<file path="src/sv/hale_pkg.sv">
// Shared types, character codes and mnemonic tables for the Hack line encoder.
// Depends on nothing; imported by hale_step and the top level.
package hale_pkg;

    typedef enum logic [2:0] {
        PH_IDLE,
        PH_ADDR,
        PH_FIRST,
        PH_COMP,
        PH_JUMP
    } phase_t;

    typedef struct packed {
        phase_t      phase;
        logic [23:0] chars;
        logic [2:0]  len;
        logic [2:0]  dest;
        logic [6:0]  comp;
        logic        err;
    } tok_state_t;

    typedef struct packed {
        logic       hit;
        logic [6:0] code;
    } lookup_t;

    localparam logic [7:0] CH_SPACE = 8'h20;
    localparam logic [7:0] CH_TAB   = 8'h09;
    localparam logic [7:0] CH_CR    = 8'h0D;
    localparam logic [7:0] CH_LF    = 8'h0A;
    localparam logic [7:0] CH_AT    = 8'h40;
    localparam logic [7:0] CH_EQ    = 8'h3D;
    localparam logic [7:0] CH_SEMI  = 8'h3B;
    localparam logic [7:0] CH_ZERO  = 8'h30;
    localparam logic [7:0] CH_NINE  = 8'h39;

    localparam logic [2:0] C_PREFIX  = 3'b111;
    localparam logic [2:0] PART_MAX  = 3'd3;
    localparam logic [2:0] COUNT_MAX = 3'd4;

    function automatic lookup_t comp_lookup(input logic [2:0] len, input logic [23:0] chars);
        lookup_t r;
        r.hit  = 1'b1;
        r.code = 7'h00;
        case ({len, chars})
            {3'd1, 16'h0, "0"}: r.code = 7'h2A;
            {3'd1, 16'h0, "1"}: r.code = 7'h3F;
            {3'd2, 8'h0, "-1"}: r.code = 7'h3A;
            {3'd1, 16'h0, "D"}: r.code = 7'h0C;
            {3'd1, 16'h0, "A"}: r.code = 7'h30;
            {3'd1, 16'h0, "M"}: r.code = 7'h70;
            {3'd2, 8'h0, "!D"}: r.code = 7'h0D;
            {3'd2, 8'h0, "!A"}: r.code = 7'h31;
            {3'd2, 8'h0, "!M"}: r.code = 7'h71;
            {3'd2, 8'h0, "-D"}: r.code = 7'h0F;
            {3'd2, 8'h0, "-A"}: r.code = 7'h33;
            {3'd2, 8'h0, "-M"}: r.code = 7'h73;
            {3'd3, "D+1"}:      r.code = 7'h1F;
            {3'd3, "A+1"}:      r.code = 7'h37;
            {3'd3, "M+1"}:      r.code = 7'h77;
            {3'd3, "D-1"}:      r.code = 7'h0E;
            {3'd3, "A-1"}:      r.code = 7'h32;
            {3'd3, "M-1"}:      r.code = 7'h72;
            {3'd3, "D+A"}:      r.code = 7'h02;
            {3'd3, "D+M"}:      r.code = 7'h42;
            {3'd3, "D-A"}:      r.code = 7'h13;
            {3'd3, "D-M"}:      r.code = 7'h53;
            {3'd3, "A-D"}:      r.code = 7'h07;
            {3'd3, "M-D"}:      r.code = 7'h47;
            {3'd3, "D&A"}:      r.code = 7'h00;
            {3'd3, "D&M"}:      r.code = 7'h40;
            {3'd3, "D|A"}:      r.code = 7'h15;
            {3'd3, "D|M"}:      r.code = 7'h55;
            default:            r.hit  = 1'b0;
        endcase
        return r;
    endfunction

    function automatic lookup_t dest_lookup(input logic [2:0] len, input logic [23:0] chars);
        lookup_t r;
        r.hit  = 1'b1;
        r.code = 7'h00;
        case ({len, chars})
            {3'd1, 16'h0, "M"}: r.code = 7'd1;
            {3'd1, 16'h0, "D"}: r.code = 7'd2;
            {3'd2, 8'h0, "MD"}: r.code = 7'd3;
            {3'd1, 16'h0, "A"}: r.code = 7'd4;
            {3'd2, 8'h0, "AM"}: r.code = 7'd5;
            {3'd2, 8'h0, "AD"}: r.code = 7'd6;
            {3'd3, "AMD"}:      r.code = 7'd7;
            default:            r.hit  = 1'b0;
        endcase
        return r;
    endfunction

    function automatic lookup_t jump_lookup(input logic [2:0] len, input logic [23:0] chars);
        lookup_t r;
        r.hit  = 1'b1;
        r.code = 7'h00;
        case ({len, chars})
            {3'd3, "JGT"}: r.code = 7'd1;
            {3'd3, "JEQ"}: r.code = 7'd2;
            {3'd3, "JGE"}: r.code = 7'd3;
            {3'd3, "JLT"}: r.code = 7'd4;
            {3'd3, "JNE"}: r.code = 7'd5;
            {3'd3, "JLE"}: r.code = 7'd6;
            {3'd3, "JMP"}: r.code = 7'd7;
            default:       r.hit  = 1'b0;
        endcase
        return r;
    endfunction

endpackage

</file>
<file path="src/sv/hale_step.sv">
// Per-beat token update: next token state, address accumulation and word packing.
// Depends on hale_pkg (state struct, character codes, mnemonic tables).
module hale_step
    import hale_pkg::*;
#(
    parameter int WORD_BITS = 16
) (
    input  tok_state_t           cur_state,
    input  logic [WORD_BITS-1:0] cur_acc,
    input  logic [7:0]           text_byte,
    output tok_state_t           nxt_state,
    output logic [WORD_BITS-1:0] nxt_acc,
    output logic                 fire,
    output logic [WORD_BITS-1:0] word,
    output logic                 bad
);

    localparam int ACC_W = WORD_BITS + 4;
    localparam logic [ACC_W-1:0] ADDR_MAX = ACC_W'((1 << (WORD_BITS - 1)) - 1);
    localparam logic [WORD_BITS-1:0] ADDR_SAT = WORD_BITS'(ADDR_MAX + ACC_W'(1));

    tok_state_t           base;
    logic [WORD_BITS-1:0] base_acc;
    logic                 is_ws;
    logic                 is_digit;
    logic                 err;
    logic [2:0]           dest_f;
    logic [6:0]           comp_f;
    logic [2:0]           jump_f;
    lookup_t              lk;
    logic [ACC_W-1:0]     prod;

    assign is_ws = (text_byte == CH_SPACE) || (text_byte == CH_TAB) ||
                   (text_byte == CH_CR) || (text_byte == CH_LF);
    assign is_digit = (text_byte >= CH_ZERO) && (text_byte <= CH_NINE);
    assign prod = (ACC_W'(base_acc) << 3) + (ACC_W'(base_acc) << 1) +
                  ACC_W'(text_byte - CH_ZERO);

    always_comb begin
        base     = cur_state;
        base_acc = cur_acc;
        if (cur_state.phase == PH_IDLE) begin
            base       = '0;
            base.phase = PH_FIRST;
            base_acc   = '0;
        end

        nxt_state = cur_state;
        nxt_acc   = cur_acc;
        fire      = 1'b0;
        word      = '0;
        bad       = 1'b0;
        err       = cur_state.err;
        dest_f    = cur_state.dest;
        comp_f    = cur_state.comp;
        jump_f    = 3'd0;
        lk        = '0;

        if (is_ws) begin
            if (cur_state.phase != PH_IDLE) begin
                fire = 1'b1;
                case (cur_state.phase)
                    PH_ADDR: begin
                        if (cur_state.len == 3'd0) begin
                            err = 1'b1;
                        end
                        word = cur_acc;
                    end
                    PH_JUMP: begin
                        lk     = jump_lookup(cur_state.len, cur_state.chars);
                        jump_f = lk.code[2:0];
                        err    = err | ~lk.hit;
                        word   = WORD_BITS'({C_PREFIX, comp_f, dest_f, jump_f});
                    end
                    default: begin
                        if (cur_state.phase == PH_FIRST) begin
                            dest_f = 3'd0;
                        end
                        lk     = comp_lookup(cur_state.len, cur_state.chars);
                        comp_f = lk.code;
                        err    = err | ~lk.hit;
                        word   = WORD_BITS'({C_PREFIX, comp_f, dest_f, jump_f});
                    end
                endcase
                if (err) begin
                    word = '0;
                end
                bad       = err;
                nxt_state = '0;
                nxt_acc   = '0;
            end
        end else if (cur_state.phase == PH_IDLE && text_byte == CH_AT) begin
            nxt_state       = '0;
            nxt_state.phase = PH_ADDR;
            nxt_acc         = '0;
        end else begin
            nxt_state = base;
            nxt_acc   = base_acc;
            case (base.phase)
                PH_ADDR: begin
                    if (is_digit) begin
                        if (prod > ADDR_MAX) begin
                            nxt_state.err = 1'b1;
                            nxt_acc       = ADDR_SAT;
                        end else begin
                            nxt_acc = WORD_BITS'(prod);
                        end
                        if (base.len < COUNT_MAX) begin
                            nxt_state.len = base.len + 3'd1;
                        end
                    end else begin
                        nxt_state.err = 1'b1;
                    end
                end
                default: begin
                    if (text_byte == CH_EQ) begin
                        if (base.phase == PH_FIRST) begin
                            lk              = dest_lookup(base.len, base.chars);
                            nxt_state.dest  = lk.code[2:0];
                            nxt_state.err   = base.err | ~lk.hit;
                            nxt_state.phase = PH_COMP;
                        end else begin
                            nxt_state.err = 1'b1;
                        end
                        nxt_state.chars = '0;
                        nxt_state.len   = '0;
                    end else if (text_byte == CH_SEMI) begin
                        if (base.phase == PH_JUMP) begin
                            nxt_state.err = 1'b1;
                        end else begin
                            lk              = comp_lookup(base.len, base.chars);
                            nxt_state.comp  = lk.code;
                            nxt_state.err   = base.err | ~lk.hit;
                            nxt_state.phase = PH_JUMP;
                        end
                        nxt_state.chars = '0;
                        nxt_state.len   = '0;
                    end else begin
                        if (base.len < PART_MAX) begin
                            nxt_state.chars = {base.chars[15:0], text_byte};
                        end
                        if (base.len < COUNT_MAX) begin
                            nxt_state.len = base.len + 3'd1;
                        end
                    end
                end
            endcase
        end
    end

endmodule

</file>
<file path="src/sv/hack_assembly_line_encoder_core.sv">
// Hack assembly line encoder: one text byte per beat, one machine word per token.
// The result is registered: it appears in the cycle after the whitespace beat that ends a token.
// Throughput: one byte per cycle while the result register is not stalled; the token state update is combinational.
// The result register decouples the sides: a byte is taken whenever it is empty or drained.
// Reset (aresetn low, synchronous) returns to idle between tokens and drops any pending result.
module hack_assembly_line_encoder_core
    import hale_pkg::*;
#(
    parameter int WORD_BITS = 16
) (
    input  logic                 aclk,
    input  logic                 aresetn,
    input  logic                 s_valid,
    output logic                 s_ready,
    input  logic [7:0]           s_text_byte,
    output logic                 m_valid,
    input  logic                 m_ready,
    output logic [WORD_BITS-1:0] m_machine_word,
    output logic                 m_bad_token
);

    tok_state_t           state_reg;
    tok_state_t           state_next;
    logic [WORD_BITS-1:0] acc_reg;
    logic [WORD_BITS-1:0] acc_next;
    logic                 m_valid_reg;
    logic [WORD_BITS-1:0] word_reg;
    logic [WORD_BITS-1:0] word_next;
    logic                 bad_reg;
    logic                 bad_next;
    logic                 fire;
    logic                 accept;

    assign s_ready = !m_valid_reg || m_ready;
    assign accept  = s_valid && s_ready;

    hale_step #(
        .WORD_BITS (WORD_BITS)
    ) u_step (
        .cur_state (state_reg),
        .cur_acc   (acc_reg),
        .text_byte (s_text_byte),
        .nxt_state (state_next),
        .nxt_acc   (acc_next),
        .fire      (fire),
        .word      (word_next),
        .bad       (bad_next)
    );

    always_ff @(posedge aclk) begin
        if (!aresetn) begin
            state_reg   <= '0;
            acc_reg     <= '0;
            m_valid_reg <= 1'b0;
        end else begin
            if (accept) begin
                state_reg   <= state_next;
                acc_reg     <= acc_next;
                m_valid_reg <= fire;
            end else if (m_ready) begin
                m_valid_reg <= 1'b0;
            end
        end
    end

    always_ff @(posedge aclk) begin
        if (accept && fire) begin
            word_reg <= word_next;
            bad_reg  <= bad_next;
        end
    end

    assign m_valid        = m_valid_reg;
    assign m_machine_word = word_reg;
    assign m_bad_token    = bad_reg;

endmodule

</file>
<file path="config.mk">
export PLATFORM = sky130hd
export DESIGN_NAME = hack_assembly_line_encoder_core
export DESIGN_NICKNAME = d
export VERILOG_FILES = /design/src/sv/hale_pkg.sv /design/src/sv/hale_step.sv /design/src/sv/hack_assembly_line_encoder_core.sv
export SDC_FILE = /design/constraint.sdc
export NUM_CORES = 1
export LEC_CHECK = 0
export BUFFER_PORTS_ARGS = -buffer_cell sky130_fd_sc_hd__buf_2
export CORE_MARGIN = 4
export CORE_UTILIZATION = 50
export DETAILED_ROUTE_END_ITERATION = 16
export HOLD_SLACK_MARGIN = 0.06
export PLACE_DENSITY = 0.81
export SYNTH_ARGS = -nofsm -noshare
export SYNTH_HDL_FRONTEND = slang
export SYNTH_SLANG_ARGS = --single-unit
</file>
<file path="constraint.sdc">
create_clock -name aclk -period 4.6 [get_ports aclk]
set_input_delay 0.23 -clock aclk [delete_from_list [all_inputs] [get_ports aclk]]
set_output_delay 0.23 -clock aclk [all_outputs]
set_load 0.005 [all_outputs]
</file>
== After elaboration in Yosys (flattened, before gate mapping) ==
Index checks and enable logic that the tools add are counted.
Widths: inputs -> output; s select.
Storage, ports and cells
  output and inout port bits: 19
  word-level logic and storage cells: 199
  bits in registers: 75
  input port bits: 12
Cells by class
  $lt $le $gt $ge: 5
  bitwise operators: 10
  multiplexer cells: 68
  add/subtract/negate cells: 4
  reductions and logical operators: 21
  eq/ne operators: 81
Operators by type and width (number)
  $eq 27x26->1 const B: 57
  $pmux 7 s27: 2
  $eq 27x25->1 const B: 10
  $mux 41: 4
  $mux 16: 7
  $reduce_or 28->1: 2
  $mux 27: 2
  $pmux 3 s7: 2
  $mux 1: 34
  $pmux 16 s2: 1
  $mux 30: 1
  $mux 3: 9
  $eq 8x4->1 const B: 3
  $eq 8x6->1 const B: 3
  $mux 24: 1
  $add 19x17->20: 1
  $add 20x20->20: 1
  $gt 20x15->1 const B: 1
  $mux 7: 2
  $reduce_or 7->1: 2
  $mux 10: 1
  $sub 8x6->9 const B: 1
  $eq 8x7->1 const B: 1
  $ge 8x6->1 const B: 1
  21 further kinds: 40

== Logic depth before layout (Yosys ltp) ==
Gate-level depths: netlist of run 1.
  depth after elaboration: 19
  gate-level depth with buffers: 19
  depth with buffers taken out: 14

== Hierarchy ==
A second synthesis of run 1 with hierarchy kept.
Unflattened totals
  cells, all modules: 953
  area total of the unflattened synthesis: 7279.5 um^2
Modules (own cells, without submodules)
  hale_step: cells an instance 682, seq. area each 0.0 um^2, area an instance 4460.5 um^2, times used 1
  hack_assembly_line_encoder_core: cells an instance 271, seq. area each 1671.6 um^2, area an instance 2819.0 um^2, times used 1

== Least setup slack after synthesis of run 1 ==
No wires, ideal clock.
  kind: register to register
  from: register state_reg[39] in the netlist's numbering
  to: register acc_reg[11]
  clock period less this slack: 4.689 ns
  stages on the path, launching flop included: 20
  arrival: 4.615 ns
  slack: -0.089 ns
  setup time: 0.074 ns
  path buffers: 6
  cell sequence: dfxtp_1 -> clkbuf_1 -> or3_1 -> clkbuf_1 -> clkbuf_1 -> buf_1 -> nand2_1 -> fa_1 -> inv_1 -> ha_1 -> buf_2 -> and2_1 -> and3_1 -> and3_1 -> a221oi_1 -> mux2_2 -> nor4_4 -> buf_6 -> a22oi_2 -> nor3_2
On the way
  cells in the longest elaborated chain, start to end: 10
  elaborated cells on any way between the ends: 16
Ends and longest elaborated chain
  start, declared: RTL line hack_assembly_line_encoder_core.sv:22  | tok_state_t state_reg;
  start signal, assigned: RTL line hack_assembly_line_encoder_core.sv:57  | state_reg <= state_next;
  $logic_not 3->1: RTL line hale_step.sv:42, hale_step.sv:92
  $mux 16: RTL line hale_step.sv:42  | if (cur_state.phase == PH_IDLE) begin
  $add 19x17->20: RTL line hale_step.sv:36  | assign prod = (ACC_W'(base_acc) << 3) + (ACC_W'(base_acc) << 1) +
  $add 20x20->20: RTL line hale_step.sv:36
  $gt 20x15->1: RTL line hale_step.sv:102  | if (prod > ADDR_MAX) begin
  $mux 16: RTL line hale_step.sv:102
  $mux 16: RTL line hale_step.sv:101  | if (is_digit) begin
  $mux 16: RTL line hale_step.sv:99  | case (base.phase)
  $mux 16: RTL line hale_step.sv:92  | end else if (cur_state.phase == PH_IDLE && text_byte == CH_AT) begin
  $mux 16: RTL line hale_step.sv:59  | if (is_ws) begin
  end signal, assigned: RTL line hack_assembly_line_encoder_core.sv:58  | acc_reg <= acc_next;
  end, declared: RTL line hack_assembly_line_encoder_core.sv:24  | logic [WORD_BITS-1:0] acc_reg;
Parallel ways exist; a longest one is shown, timed or not.
A chain may end at the register's enable or synchronous reset.

== Final worst setup path of run 1 ==
  from: register state_reg[38] in the netlist's numbering
  to: register acc_reg[10]
Same word-level chain as after synthesis.

==> results of run 1 <==
## logic make-up (layout without fill, tap and decap cells)
| logic type | Yosys count | in the layout | share of synthesized area |
|---|---|---|---|
| simple gates | 353 | 353 | 0.2890 |
| compound gates | 272 | 272 | 0.2775 |
| buf+inv | 96 | 112 | 0.06081 |
| flops | 75 | 75 | 0.2485 |
| fa+ha+maj | 41 | 41 | 0.09187 |
| xor+xnor | 20 | 20 | 0.02604 |
| mux | 4 | 4 | 0.006323 |
## Yosys cell counts, types with 5 or more instances
| cell | number |
|---|---|
| nor2_2 | 6 |
| o2111ai_1 | 5 |
| nand3_1 | 34 |
| nor3_2 | 6 |
| buf_2 | 14 |
| xnor2_1 | 16 |
| dfxtp_1 | 58 |
| a21o_1 | 7 |
| edfxtp_1 | 17 |
| nand4_1 | 13 |
| a211oi_1 | 10 |
| or3_1 | 7 |
| nor3b_1 | 5 |
| o211ai_1 | 7 |
| and2_0 | 5 |
| a22oi_1 | 49 |
| nor4_1 | 5 |
| a21oi_2 | 5 |
| clkbuf_1 | 31 |
| ha_1 | 27 |
| a21oi_1 | 64 |
| fa_1 | 14 |
| inv_1 | 42 |
| o31ai_1 | 5 |
| o21ai_0 | 47 |
| nor2b_1 | 8 |
| nor3_1 | 31 |
| a32oi_1 | 5 |
| and3_1 | 12 |
| nand2_1 | 80 |
| or4_1 | 9 |
| and2_1 | 8 |
| nor2_1 | 80 |
| nand2b_1 | 5 |
| a31oi_1 | 9 |
## power by group through the flow
stage | Combinational (mW) | Clock (mW) | Sequential, mW
final | 0.220 | 0.648 | 0.694
after global routing | 0.240 | 0.686 | 0.695
after CTS | 0.214 | 0.650 | 0.693
after detailed placement | 0.212 | 0 | 0.708
after global placement | 0.210 | 0 | 0.707
after floorplan | 0.158 | 0 | 0.700
## worst max-delay path by stage
stage,from,endpoint,slack (ns),depth (start not counted)
4_1_cts,state_reg[38],acc_reg[10],0.35,13
3_5_place_dp,s_text_byte[4],acc_reg[8],0.11,17
3_3_place_gp,s_text_byte[4],state_reg[0],0.19,17
2_1_floorplan,state_reg[39],acc_reg[11],0.03,19
6_report,state_reg[38],acc_reg[10],0.31,13
5_1_grt,state_reg[38],acc_reg[4],0.13,13
## worst max-delay path, stage by stage (launching register included)
cell      delay, ns
dfxtp_1        0.31
or3_1          0.54
and2_1         0.28
fa_1           0.49
ha_1           0.37
and3_4         0.21
a211oi_4       0.32
o31ai_2        0.14
a221oi_1       0.31
mux2_2         0.40
nor4_4         0.21
buf_4          0.28
nand3_1        0.11
a21oi_1        0.19
## routing by layer
metal,global-route usage,vias up
li1,-,3236
met4,0.08624,0
met5,0,-
met2,0.4089,497
met3,0.06267,65
met1,0.4044,3256
## metrics by stage
stage          setup WS (ns)  utilization
4_1_cts               0.3521       0.5534
3_5_place_dp          0.1080       0.5328
3_3_place_gp          0.1915       0.5328
2_1_floorplan        0.02512            -
5_1_grt               0.1326       0.5534
6_report              0.3144       0.5534
## layout make-up
class,count,area (sq um),area share
multi-input cells,690,4652,0.6373
inverters,43,161.4,0.02211
flip-flops and latches,75,1672,0.2290
repair buffers,53,322.8,0.04422
clock buffers,10,229.0,0.03137
well taps,176,220.2,0.03017
clock inverters,6,42.54,0.005828
==> summary.md, run 1 <==
| Metric | Value |
|---|---|
| Worst hold slack | 0.1940 ns |
| Fmax achieved | 233.3 MHz |
| Antenna Nets Post-Route | 0 |
| Post-Syn Nets | 914 |
| Synth async-reset ratio | 0 |
| Dpl cells | between 1000 and 1500 |
| Cell Area, Synth | 6728 sq um |
| Final WL | between 20 and 25 mm |
| Startpoint types | register |
| IO Pins | 31 |
| DP Area | 7028 sq um |
| Ant. Diodes | 0 |
| RSZ-0062 raised after global routing | false |
| Worst Path Arrival | 4.53 ns |
| Worst-path fanout max | 17 |
| Worst Path Required | roughly 4.9 ns |
| Initial antenna violation count | 0 |
| Core area | about 13000 sq um |
| Crit. End Element | register |
| Hold Path Class | in2reg |
| Maximum capacitance violations | 0 |
| Post-CTS setup buffer count | 0 |
| Synth Register Bits | 75 |
| Reg2reg start | state_reg[38] |
| Comb pwr share | 0.141 |
| Netlist cell types | just under 100 |
| Sum Neg Setup Slack | 0 ns |
| Hold path endpoint | state_reg[7] |
| Post-synth top area cell | dfxtp_1 |
| Vias in the first global route | between 6000 and 7000 |
| Tmin final | between 4 and 5 ns |
| Vias/cell | 6.699 |
| Worst rel slew slack | 0.3355 |
| Area share of the largest cell type after synthesis | 0.1726 |
| WHS Path Cells | 2 |
| Overall die width | ~120 um |
| Clk_skew | about 0.008 ns |
| CP Class | reg2reg |
| # nets final | 925 |
| Num Clock Sinks | between 70 and 80 |
| PostCTS Resize Cnt | 0 |
| Met1 WL | around 9.1 mm |
| Pleak | 2.645 nW |
| Initial Utilization | 0.5101 |
| Hold buffers post-CTS | 0 |
| Grt ovf | 0 |
| Max Root-Sink Buffers | 2 |
| RR Endpoint | acc_reg[10] |
| Sequential Power Share | 0.444 |
| Int Power | 1.117 mW |
| Most frequent cells in the layout | nand2_1 (80), nor2_1 (80), a21oi_1 (64) |
| First-pass GRT wire length | approximately 34 mm |
| Non-filler cells, final | roughly 1100 |
| Wire length on met3 | approximately 2.4 mm |
| Root buffer cell | clkbuf_16 |
| Status | finished clean |
| Final Max Slew Viols | 0 |
| Clock power share | 0.415 |
| Largest register FFs | 41 |
| Routed via count | 7054 |
| Post-layout instance area | 7300 sq um |
| Final cycle utilization of the critical path | 0.9317 |
| Input/output buffers | 30 |
| Pin count of the biggest net entering global routing | 55 |
| DRC violations left | 0 |
| Worst slew pin tran | approximately 0.99 ns |
| Final Hold Vio Count | 0 |
| Net Sw Frac | 0.2847 |
| Syn Area/Cell | roughly 8 sq um |
| Post-synth EDFFs | 17 |
| Reg clk slew, reported paths | approximately 0.06 ns |
| Row count | 42 |
| Met2 routed WL | roughly 8.9 mm |
| Reg2Reg Depth | 13 |
| Power Total | ~1.6 mW |
| Worst hold start | aresetn |
| Sequential element share of the synthesized area | 0.2485 |
| H-tree lvl count | 3 |
| DR WL/cell | 19.95 um |
| Max layer used | met4 |
| Layout cell share with drive strength beyond 1 | 0.1391 |
| Clk Latency, worst-skew pair | about 0.34 ns |
| Synth area leaders | dfxtp_1 (17%), edfxtp_1 (7.6%), a22oi_1 (5.5%) |
| GRT Overall Usage | 0.2779 |
| Pwr dens | 213.9 nW/um^2 |
| VDD IR max | 0.1821 mV |
| Final setup violation count | 0 |
| Reg2reg setup slack | around 0.31 ns |
| Fill cells | 1197 |
| Post-Syn Instances | between 800 and 900 |
| Number of buffers created by CTS | 9 |
| RD Place Congestion | around 1.0 |
| Dpl hpwl | ~16 mm |
| CTS tree | yes |
| Die span in y | about 120 um |
| Synth Warn # | 0 |
| Area delta synth->final | 8.499% |
| Violation count after the first detailed-route iteration | 965 |
| Die area | 15370 sq um |
| Synth Flop Type | dfxtp_1 |
| Sw power | roughly 0.44 mW |
| DR pass1 iterations | 6 |
No activity file was read; power rests on OpenSTA's default activity.
==> run 2: changes to the inputs <==
CORE_UTILIZATION = 30   (was 50)
PLACE_DENSITY = 0.57   (was 0.81)
==> summary.md, run 2 (synthesis gave the netlist of run 1 again) <==
| Metric | Value |
|---|---|
| Final Max Slew Viols | 0 (unchanged) |
| Number of buffers created by CTS | 9 (unchanged) |
| Grt ovf | 0 (unchanged) |
| WHS Path Cells | 3 (+1) |
| DRC violations left | 0 (unchanged) |
| IO Pins | 31 (unchanged) |
| Max layer used | met4 |
| Final core utilization | 0.3419 (-0.2115) |
| Largest register FFs | 41 (unchanged) |
| Max Root-Sink Buffers | 2 (unchanged) |
| Hold Path Class | in2reg |
| Die area | 24890 sq um (+62%) |
| Clk_skew | 0.009136 ns (+0.001125 ns) |
| Start point of the critical path | state_reg[38] |
| Crit path to | state_reg[0] |
| Reg2reg setup slack | 0.48 ns (+0.16 ns) |
| CP max stage delay | 0.49 ns (-0.05 ns) |
| Family with the most delay on the worst path | simple AND/OR/NAND/NOR gates |
| DR WL/cell | 19.18 um (-3.9%) |
| Violation count after the first detailed-route iteration | 740 (-23%) |
| Worst Path Required | 4.85 ns (about the same) |
| Hold buffers post-CTS | 0 (unchanged) |
| Wire length on met3 | 1.533 mm (-37%) |
| Root buffer cell | clkbuf_16 |
| Met1 WL | 10.78 mm (+19%) |
| PostCTS Resize Cnt | 0 (unchanged) |
| Sum Neg Setup Slack | 0 ns (unchanged) |
| Power Total | 1.648 mW (+5.6%) |
| Final Hold Vio Count | 0 (unchanged) |
| Met2 routed WL | 9.596 mm (+8.3%) |
| Place WS | 0.3581 ns (+0.2502 ns) |
| Fmax achieved | 242.5 MHz (+3.9%) |
| Crit. End Element | register |
| DR pass1 iterations | 5 (-1) |
| VDD IR max | 0.1782 mV (-2.1%) |
| Final WL | 22.27 mm (+6.0%) |
| Layout cell share with drive strength beyond 1 | 0.1442 (+0.005044) |
| Antenna Nets Post-Route | 0 (unchanged) |
| Crit-path slowest cell | or3_1 |
| Pin count of the biggest net entering global routing | 55 (unchanged) |
| Fill cells | 2296 (+92%) |
| WP depth | 14 (+1) |
| Overall die width | 157.8 um (+27%) |
| Initial Utilization | 0.3064 (-0.2037) |
| Worst slew pin tran | 1.014 ns (+0.01951 ns) |
| Vias in the first global route | 6296 (-0.32%) |
| H-tree lvl count | 3 (unchanged) |
| Reg2reg start | state_reg[38] |
| RR Endpoint | state_reg[0] |
| Pwr dens | 219.5 nW/um^2 (+2.6%) |
| Row count | 54 (+29%) |
| GRT Overall Usage | 0.1792 (-0.09867) |
| Startpoint types | register |
| Post-CTS setup buffer count | 0 (unchanged) |
| Reg clk slew, reported paths | 0.06 ns (about the same) |
| # nets final | 929 (+0.43%) |
| Tmin final | 4.124 ns (-0.1613 ns) |
| Num Clock Sinks | 75 (unchanged) |
| Ant. Diodes | 0 (unchanged) |
| Final setup violation count | 0 (unchanged) |
| Most frequent cells in the layout | nand2_1 (80), nor2_1 (80), a21oi_1 (64) |
| Pleak | 2.691 nW (+1.7%) |
| Dpl hpwl | 17.19 mm (+7.1%) |
| First-pass GRT wire length | 35.54 mm (+5.2%) |
| Worst rel slew slack | 0.3232 (-0.01225) |
| Vias/cell | 5.819 (-13%) |
| RSZ-0062 raised after global routing | false |
| Final cycle utilization of the critical path | 0.8966 (-0.03506) |
| Worst-path fanout max | 17 (unchanged) |
| CP cell instances | or3_1 -> and2_1 -> ha_1 -> ha_1 -> fa_1 -> a211oi_1 -> or3_1 -> a21oi_1 -> or4_1 -> nand3_1 -> nor4_4 -> buf_12 -> o21a_1 -> a311oi_1 |
| Post-layout instance area | 7508 sq um (+2.9%) |
| Maximum capacitance violations | 0 (unchanged) |
| Reg2Reg Depth | 14 (+1) |
| Die span in y | 157.8 um (+27%) |
| Clk Latency, worst-skew pair | 0.35 ns (about the same) |
| Initial antenna violation count | 0 (unchanged) |
| CP Class | reg2reg |
| Status | finished clean |
| CTS tree | yes |
| Final setup margin | 0.4756 ns (+0.1613 ns) |
| Core area | 21960 sq um (+66%) |
| Input/output buffers | 30 (unchanged) |
| Worst Path Arrival | 4.37 ns (-0.16 ns) |
| Area delta synth->final | 11.60% |
| Buf/Inv on CP | 1 (unchanged) |
| RD Place Congestion | 0.9703 (-6.4%) |
| Routed via count | 6756 (-4.2%) |
| DP Area | 7201 sq um (+2.5%) |
-- run 2: cell count changes in the layout (fill, tap and decap cells not counted), sizes merged --
cell      before  now
buf           53   57
clkbuf        10   12
clkinv         3    2
clkinvlp       2    1
-- run 2: worst min path at each step --
| stage | startpoint | to |
|---|---|---|
| floorplan | aresetn | state_reg[7] |
| global placement | state_reg[1] | state_reg[1] |
| detailed placement | state_reg[5] | state_reg[5] |
| CTS | s_text_byte[4] | state_reg[18] |
| global route | aresetn | state_reg[7] |
| finish | s_text_byte[4] | state_reg[18] |
-- run 2: tightest hold or removal path, stage by stage --
cell     delay [ns]
buf_2          0.13
a22oi_1        0.07
nor2_1         0.07
-- run 2: per-layer routing --
layer | global-route usage | vias up
li1 | - | 3266
met1 | 0.2641 | 3215
met2 | 0.2687 | 251
met3 | 0.03116 | 24
met4 | 0.04916 | 0
met5 | 0 | -
-- run 2: layout make-up --
class                   instances  area, sq um  area share
multi-input cells             690         4652      0.6196
well taps                     280        350.3     0.04666
repair buffers                 57        365.4     0.04866
clock inverters                 4        30.03    0.003999
flip-flops and latches         75         1672      0.2226
inverters                      43        161.4     0.02150
clock buffers                  12        277.8     0.03699
-- run 2: report_power, final --
group          internal [mW]  leakage, nW  total, mW  switching, mW
Combinational         0.0733         1.92      0.224          0.151
Sequential             0.679        0.620      0.694         0.0156
Clock                  0.430        0.150      0.730          0.301
-- run 2: per-stage QoR --
step / hold slack, ns / cells
2_1_floorplan: 0.3477 / 861
3_3_place_gp: 0.4429 / 1145
3_5_place_dp: 0.4449 / 1145
4_1_cts: 0.1878 / 1161
5_1_grt: 0.1958 / 1161
6_report: 0.1909 / 1161
